--- src/rtl/sdsu_pkg.sv ---
// Shared constants, codes and control types of the skyline drop and score unit.
package sdsu_pkg;

  localparam int SHEET_COLUMNS_DEF   = 1024;
  localparam int PROFILE_COLUMNS_DEF = 256;

  localparam int H_W     = 24;
  localparam int SH_W    = 23;
  localparam int COL_W   = 8;
  localparam int POS_W   = 10;
  localparam int REQ_W   = 2;
  localparam int SCORE_W = 40;
  localparam int DIV_W   = 64;

  localparam logic [SH_W-1:0] SHEET_HEIGHT_RST = 23'd256000;
  localparam int HUNDRED_Q8 = 25600;

  typedef enum logic [REQ_W-1:0] {
    REQ_LOAD   = 2'd0,
    REQ_EVAL   = 2'd1,
    REQ_COMMIT = 2'd2,
    REQ_CLEAR  = 2'd3
  } req_e;

  typedef enum logic [3:0] {
    ST_INIT_CLR,
    ST_IDLE,
    ST_DECODE,
    ST_CLR,
    ST_WALK1,
    ST_DRAIN1,
    ST_WALK2,
    ST_DRAIN2,
    ST_DIVA_GO,
    ST_DIVA_WAIT,
    ST_DIVB_GO,
    ST_DIVB_WAIT,
    ST_FINISH
  } state_e;

  typedef struct packed {
    logic capture;
    logic prof_wr;
    logic sky_clr;
    logic init;
    logic acc_init;
    logic walk_max;
    logic walk_scan;
    logic cnt_clr;
    logic cnt_inc;
    logic div_start;
    logic div_sel_b;
    logic lat_a;
    logic lat_b;
    logic out_load;
  } cmd_t;

  typedef struct packed {
    req_e req;
    logic oor;
    logic width_zero;
    logic cnt_last_sky;
    logic cnt_last_walk;
    logic pipe_busy;
    logic tw_zero;
    logic div_done;
    logic out_free;
  } sts_t;

endpackage

--- src/rtl/sdsu_ctrl.sv ---
// Sequencer: walks each request through its clear, scan, divide and result steps.
module sdsu_ctrl (
  input  logic                clk_i,
  input  logic                rst_ni,
  input  logic                in_valid_i,
  output logic                in_ready_o,
  input  sdsu_pkg::sts_t      sts_i,
  output sdsu_pkg::cmd_t      cmd_o
);
  sdsu_pkg::state_e state_q, state_d;

  always_ff @(posedge clk_i or negedge rst_ni) begin
    if (!rst_ni) state_q <= sdsu_pkg::ST_INIT_CLR;
    else         state_q <= state_d;
  end

  always_comb begin
    state_d = state_q;
    case (state_q)
      sdsu_pkg::ST_INIT_CLR: if (sts_i.cnt_last_sky) state_d = sdsu_pkg::ST_IDLE;
      sdsu_pkg::ST_IDLE:     if (in_valid_i) state_d = sdsu_pkg::ST_DECODE;
      sdsu_pkg::ST_DECODE: begin
        case (sts_i.req)
          sdsu_pkg::REQ_LOAD:  state_d = sdsu_pkg::ST_FINISH;
          sdsu_pkg::REQ_CLEAR: state_d = sdsu_pkg::ST_CLR;
          default: begin
            if (sts_i.oor || sts_i.width_zero) state_d = sdsu_pkg::ST_FINISH;
            else                               state_d = sdsu_pkg::ST_WALK1;
          end
        endcase
      end
      sdsu_pkg::ST_CLR:    if (sts_i.cnt_last_sky) state_d = sdsu_pkg::ST_FINISH;
      sdsu_pkg::ST_WALK1:  if (sts_i.cnt_last_walk) state_d = sdsu_pkg::ST_DRAIN1;
      sdsu_pkg::ST_DRAIN1: if (!sts_i.pipe_busy) state_d = sdsu_pkg::ST_WALK2;
      sdsu_pkg::ST_WALK2:  if (sts_i.cnt_last_walk) state_d = sdsu_pkg::ST_DRAIN2;
      sdsu_pkg::ST_DRAIN2: begin
        if (!sts_i.pipe_busy) begin
          if (sts_i.req == sdsu_pkg::REQ_COMMIT || sts_i.tw_zero) begin
            state_d = sdsu_pkg::ST_FINISH;
          end else begin
            state_d = sdsu_pkg::ST_DIVA_GO;
          end
        end
      end
      sdsu_pkg::ST_DIVA_GO:   state_d = sdsu_pkg::ST_DIVA_WAIT;
      sdsu_pkg::ST_DIVA_WAIT: if (sts_i.div_done) state_d = sdsu_pkg::ST_DIVB_GO;
      sdsu_pkg::ST_DIVB_GO:   state_d = sdsu_pkg::ST_DIVB_WAIT;
      sdsu_pkg::ST_DIVB_WAIT: if (sts_i.div_done) state_d = sdsu_pkg::ST_FINISH;
      sdsu_pkg::ST_FINISH:    if (sts_i.out_free) state_d = sdsu_pkg::ST_IDLE;
      default:                state_d = sdsu_pkg::ST_IDLE;
    endcase
  end

  always_comb begin
    cmd_o      = '0;
    in_ready_o = 1'b0;
    case (state_q)
      sdsu_pkg::ST_INIT_CLR, sdsu_pkg::ST_CLR: begin
        cmd_o.sky_clr = 1'b1;
        cmd_o.cnt_clr = sts_i.cnt_last_sky;
        cmd_o.cnt_inc = !sts_i.cnt_last_sky;
      end
      sdsu_pkg::ST_IDLE: begin
        in_ready_o    = 1'b1;
        cmd_o.capture = in_valid_i;
      end
      sdsu_pkg::ST_DECODE: begin
        cmd_o.cnt_clr = 1'b1;
        cmd_o.init    = 1'b1;
        cmd_o.prof_wr = (sts_i.req == sdsu_pkg::REQ_LOAD);
      end
      sdsu_pkg::ST_WALK1: begin
        cmd_o.walk_max = 1'b1;
        cmd_o.cnt_clr  = sts_i.cnt_last_walk;
        cmd_o.cnt_inc  = !sts_i.cnt_last_walk;
      end
      // the offset is final only once the max stage has drained
      sdsu_pkg::ST_DRAIN1: cmd_o.acc_init = !sts_i.pipe_busy;
      sdsu_pkg::ST_WALK2: begin
        cmd_o.walk_scan = 1'b1;
        cmd_o.cnt_clr   = sts_i.cnt_last_walk;
        cmd_o.cnt_inc   = !sts_i.cnt_last_walk;
      end
      sdsu_pkg::ST_DRAIN2:    ;
      sdsu_pkg::ST_DIVA_GO:   cmd_o.div_start = 1'b1;
      sdsu_pkg::ST_DIVA_WAIT: cmd_o.lat_a = sts_i.div_done;
      sdsu_pkg::ST_DIVB_GO: begin
        cmd_o.div_start = 1'b1;
        cmd_o.div_sel_b = 1'b1;
      end
      sdsu_pkg::ST_DIVB_WAIT: begin
        cmd_o.div_sel_b = 1'b1;
        cmd_o.lat_b     = sts_i.div_done;
      end
      sdsu_pkg::ST_FINISH: cmd_o.out_load = sts_i.out_free;
      default: ;
    endcase
  end
endmodule

--- config.mk ---
export PLATFORM = sky130hd
export DESIGN_NAME = sdsu_ctrl
export DESIGN_NICKNAME = d
export VERILOG_FILES = /design/src/rtl/sdsu_pkg.sv /design/src/rtl/sdsu_ctrl.sv
export SDC_FILE = /design/constraint.sdc
export NUM_CORES = 1
export LEC_CHECK = 0
export BUFFER_PORTS_ARGS = -buffer_cell sky130_fd_sc_hd__buf_2
export CORE_MARGIN = 1.5
export CORE_UTILIZATION = 32
export DETAILED_ROUTE_END_ITERATION = 8
export HOLD_SLACK_MARGIN = 0.15
export PLACE_DENSITY = 0.58
export SLEW_MARGIN = 20
export SYNTH_ARGS = -nofsm -noshare
export SYNTH_HDL_FRONTEND = slang
export SYNTH_SLANG_ARGS = --single-unit
--- constraint.sdc ---
create_clock -name clk_i -period 2.3 [get_ports clk_i]
set_clock_uncertainty 0.2 [all_clocks]
set_input_delay 0.115 -clock clk_i [delete_from_list [all_inputs] [get_ports clk_i]]
set_output_delay 0.115 -clock clk_i [all_outputs]
set_load 0.05 [all_outputs]
==> results.json <==
{
  "drt-initial-drc-count": 29,
  "post_cts.resized_instances": 0,
  "fillers": 229,
  "hpwl_um": 1450,
  "drv_cap": 0,
  "reg2reg_slack_ns": 0.28,
  "dieArea_um2": 2350,
  "combPwrFrac_pct": 78.0,
  "power.switching_mw": 0.836,
  "met1_usage_pct": 24.0,
  "min_period_ns": 2.07,
  "cp_top_family": "flip-flops",
  "die_w_um": 48.4,
  "fin_util_pct": 46.4,
  "postCtsHoldBufs": 4,
  "synthesis.area_um2": 661,
  "routedWlPerCell_um": 13.1,
  "grt_pass1_wl_um": 3360,
  "switching_share_pct": 60.3,
  "antenna_cells": 0,
  "largest_reg_flops": 4,
  "hold_class": "in -> reg",
  "yosysUniqueCellTypes": 40,
  "routabilityCongestion": 0.852,
  "reg2reg_to": "state_q[2]$_DFFE_PN0P_",
  "pwr-share-clk_pct": 6.9,
  "maxSlewViolCount": 0,
  "drc": 0,
  "p_total_mw": 1.39,
  "max_freq_mhz": 484,
  "wirelength_um": 1960,
  "start_util_pct": 33.7,
  "path_max_fanout": 10,
  "clkLatencyLatePin_ns": 0.25,
  "reg2reg_from": "state_q[2]$_DFFE_PN0P_",
  "worst-path-buf-inv": 2,
  "reg_top3": "state_q x4",
  "grt_busiest_layer": "met2",
  "std_cell_rows": 16,
  "dp_cells": 143,
  "grt_pass1_vias": 751,
  "use_met3_pct": 2.78,
  "grt_overflow": 0,
  "crit_chain": "buf_4 -> nor4bb_1 -> o31a_2 -> buf_2",
  "cp-endpoint": "cmd_o[5]",
  "core_um2": 1960,
  "max_stage_delay_ns": 0.52,
  "cts_tree": "built",
  "cellLeakagePower_nw": 0.446,
  "groute.usage.overall_pct": 18.0,
  "slowest_stage": "dfrtp_1",
  "root_buffer": "clkbuf_4",
  "max_slew_margin_pct": 71.9,
  "crit_type": "reg -> out",
  "dr.pass1.iters": 4,
  "clkSinkCount": 4,
  "area_delta_synth_final_pct": 37.7,
  "cp-startpoint": "state_q[0]$_DFFE_PN0P_",
  "tightest_slew_ns": 0.421,
  "post-cts-setup-buffers": 0,
  "syn-num-nets": 108,
  "cellInternalPower_mw": 0.550,
  "syn_area_per_cell_um2": 7.26,
  "fp.dieH_um": 48.4,
  "netlist.area_leader.share_pct": 15.2,
  "rsz0062_at_grt": "false",
  "worstSetupStartpointType": "register",
  "ys_top_cells_by_area": "dfrtp_1 (15%), ha_1 (7.6%), nor3_1 (6.8%)",
  "grt_max_degree": 17,
  "holdCritStartpoint": "sts_i[1]",
  "stdcell_count": 150,
  "path_depth": 4,
  "drive_gt1_share_pct": 36.6,
  "cts_max_level": 1,
  "ys_ff_latch": 4,
  "antenna_found_initial": 0,
  "fin_crit_sh_pct": 89.8,
  "top_register": "state_q",
  "timing_hold_violations_final": 0,
  "cp.arrival_ns": 1.75,
  "final_nets": 142,
  "yosysWarningCount": 0,
  "clk_path_buf_depth": 2,
  "seq_power_share_pct": 15.1,
  "synth_top_cell_by_area": "dfrtp_1",
  "cts_buffers": 3,
  "ant_nets": 0,
  "gr-usage-met2_pct": 28.9,
  "ir_drop_v": 0.000585,
  "endpoint_kind": "output port",
  "r2r_cells": 4,
  "clkTransAtPathRegs_ns": 0.04,
  "io_buffers": 27,
  "finalSetupViolCount": 0,
  "synth_seq_area_share_pct": 15.2,
  "viasPerCell": 5.47,
  "syn_inst": 91,
  "status": "completed",
  "vias": 821,
  "crit_required_ns": 1.99,
  "p_per_area_nw_per_um2": 1520,
  "ios": 28,
  "fin_setup_tns_ns": 0
}
area by class of cell:
class	count	area (um2)	area share, %
well taps	27	33.8	3.71
multi-input cells	74	518	56.9
flip-flops and latches	4	100	11.0
repair buffers	36	213	23.4
inverters	6	22.5	2.48
clock buffers	3	22.5	2.48
cells in the mapped netlist, drive strengths merged:
cell type	count
a2111oi	1
a211oi	1
a21o	1
a21oi	4
a221oi	3
a2bb2oi	1
and3	3
and3b	1
buf	5
clkbuf	2
dfrtp	4
ha	4
inv	6
maj3	1
mux2i	1
nand2	5
nand2b	2
nand3	1
nand4bb	1
nor2	12
nor3	9
nor3b	2
nor4	3
nor4bb	2
o211a	1
o21a	1
o21ai	5
o22ai	2
o31a	2
o31ai	1
o41ai	1
or2	1
or3	1
or4b	1
routing by layer:
metal  routed length, um  part of all wire [%]  vias up
met1                 890                    45      376
li1                    -                     -      405
met5                   0                     0        -
met4                  27                   1.4        0
met3                 115                   5.9        2
met2                 927                    47       38
layout by cell type, fill, tap and decap left out, types with 2 or more instances in the layout:
cell type / Yosys / final
inv_2: 3 / 3
clkbuf_4: 0 / 3
o21ai_0: 4 / 4
dlygate4sd3_1: 0 / 4
a221oi_1: 3 / 3
and3_1: 3 / 3
inv_1: 3 / 3
nor2_1: 12 / 12
dfrtp_1: 4 / 4
nand2b_1: 2 / 2
buf_4: 0 / 5
nor3_2: 0 / 2
nor3_1: 9 / 7
nor4bb_1: 2 / 2
a21oi_1: 3 / 3
buf_2: 2 / 27
nor3b_1: 2 / 2
o22ai_1: 2 / 2
ha_1: 4 / 4
nand2_1: 5 / 5
nor4_1: 3 / 2
power by group through the flow:
| stage | Clock [mW] | Combinational, mW | Sequential [mW] |
|---|---|---|---|
| detailed placement | 0 | 1.06 | 0.209 |
| CTS | 0.0941 | 1.07 | 0.209 |
| floorplan | 0 | 0.896 | 0.143 |
| global route | 0.101 | 1.16 | 0.219 |
| global placement | 0 | 1.07 | 0.208 |
| finish | 0.0959 | 1.08 | 0.210 |
worst min-delay path, cell delays in order:
cell,delay (ns)
buf_2,0.12
nand2b_1,0.08
a221oi_1,0.08
a2bb2oi_1,0.15
worst min-delay path by stage:
stage	cells after the start	slack (ns)	endpoint
floorplan	0	-0.38	state_q[0]$_DFFE_PN0P_
global placement	1	-0.28	state_q[1]$_DFFE_PN0P_
detailed placement	1	-0.28	state_q[1]$_DFFE_PN0P_
CTS	4	0.16	state_q[0]$_DFFE_PN0P_
global route	4	0.20	state_q[0]$_DFFE_PN0P_
finish	4	0.16	state_q[0]$_DFFE_PN0P_
per-stage QoR:
stage                     area, um2  hold WS, ns  setup WS, ns
after global routing            910        0.198        0.0845
after global placement          847       -0.280         0.368
after floorplan                 677       -0.381         0.102
after CTS                       910        0.159         0.247
after detailed placement        847       -0.279         0.297
final                           910        0.157         0.234
logic make-up after synthesis:
| family | count (synthesis) | synth area share, % |
|---|---|---|
| AO/OA/AOI/OAI | 24 | 28.2 |
| adder cells (fa/ha/maj) | 5 | 9.09 |
| buffers and inverters | 13 | 8.90 |
| flip-flops | 4 | 15.2 |
| multiplexers | 1 | 1.52 |
| AND/OR/NAND/NOR | 44 | 37.1 |
Power figures use the tool's default switching activity.
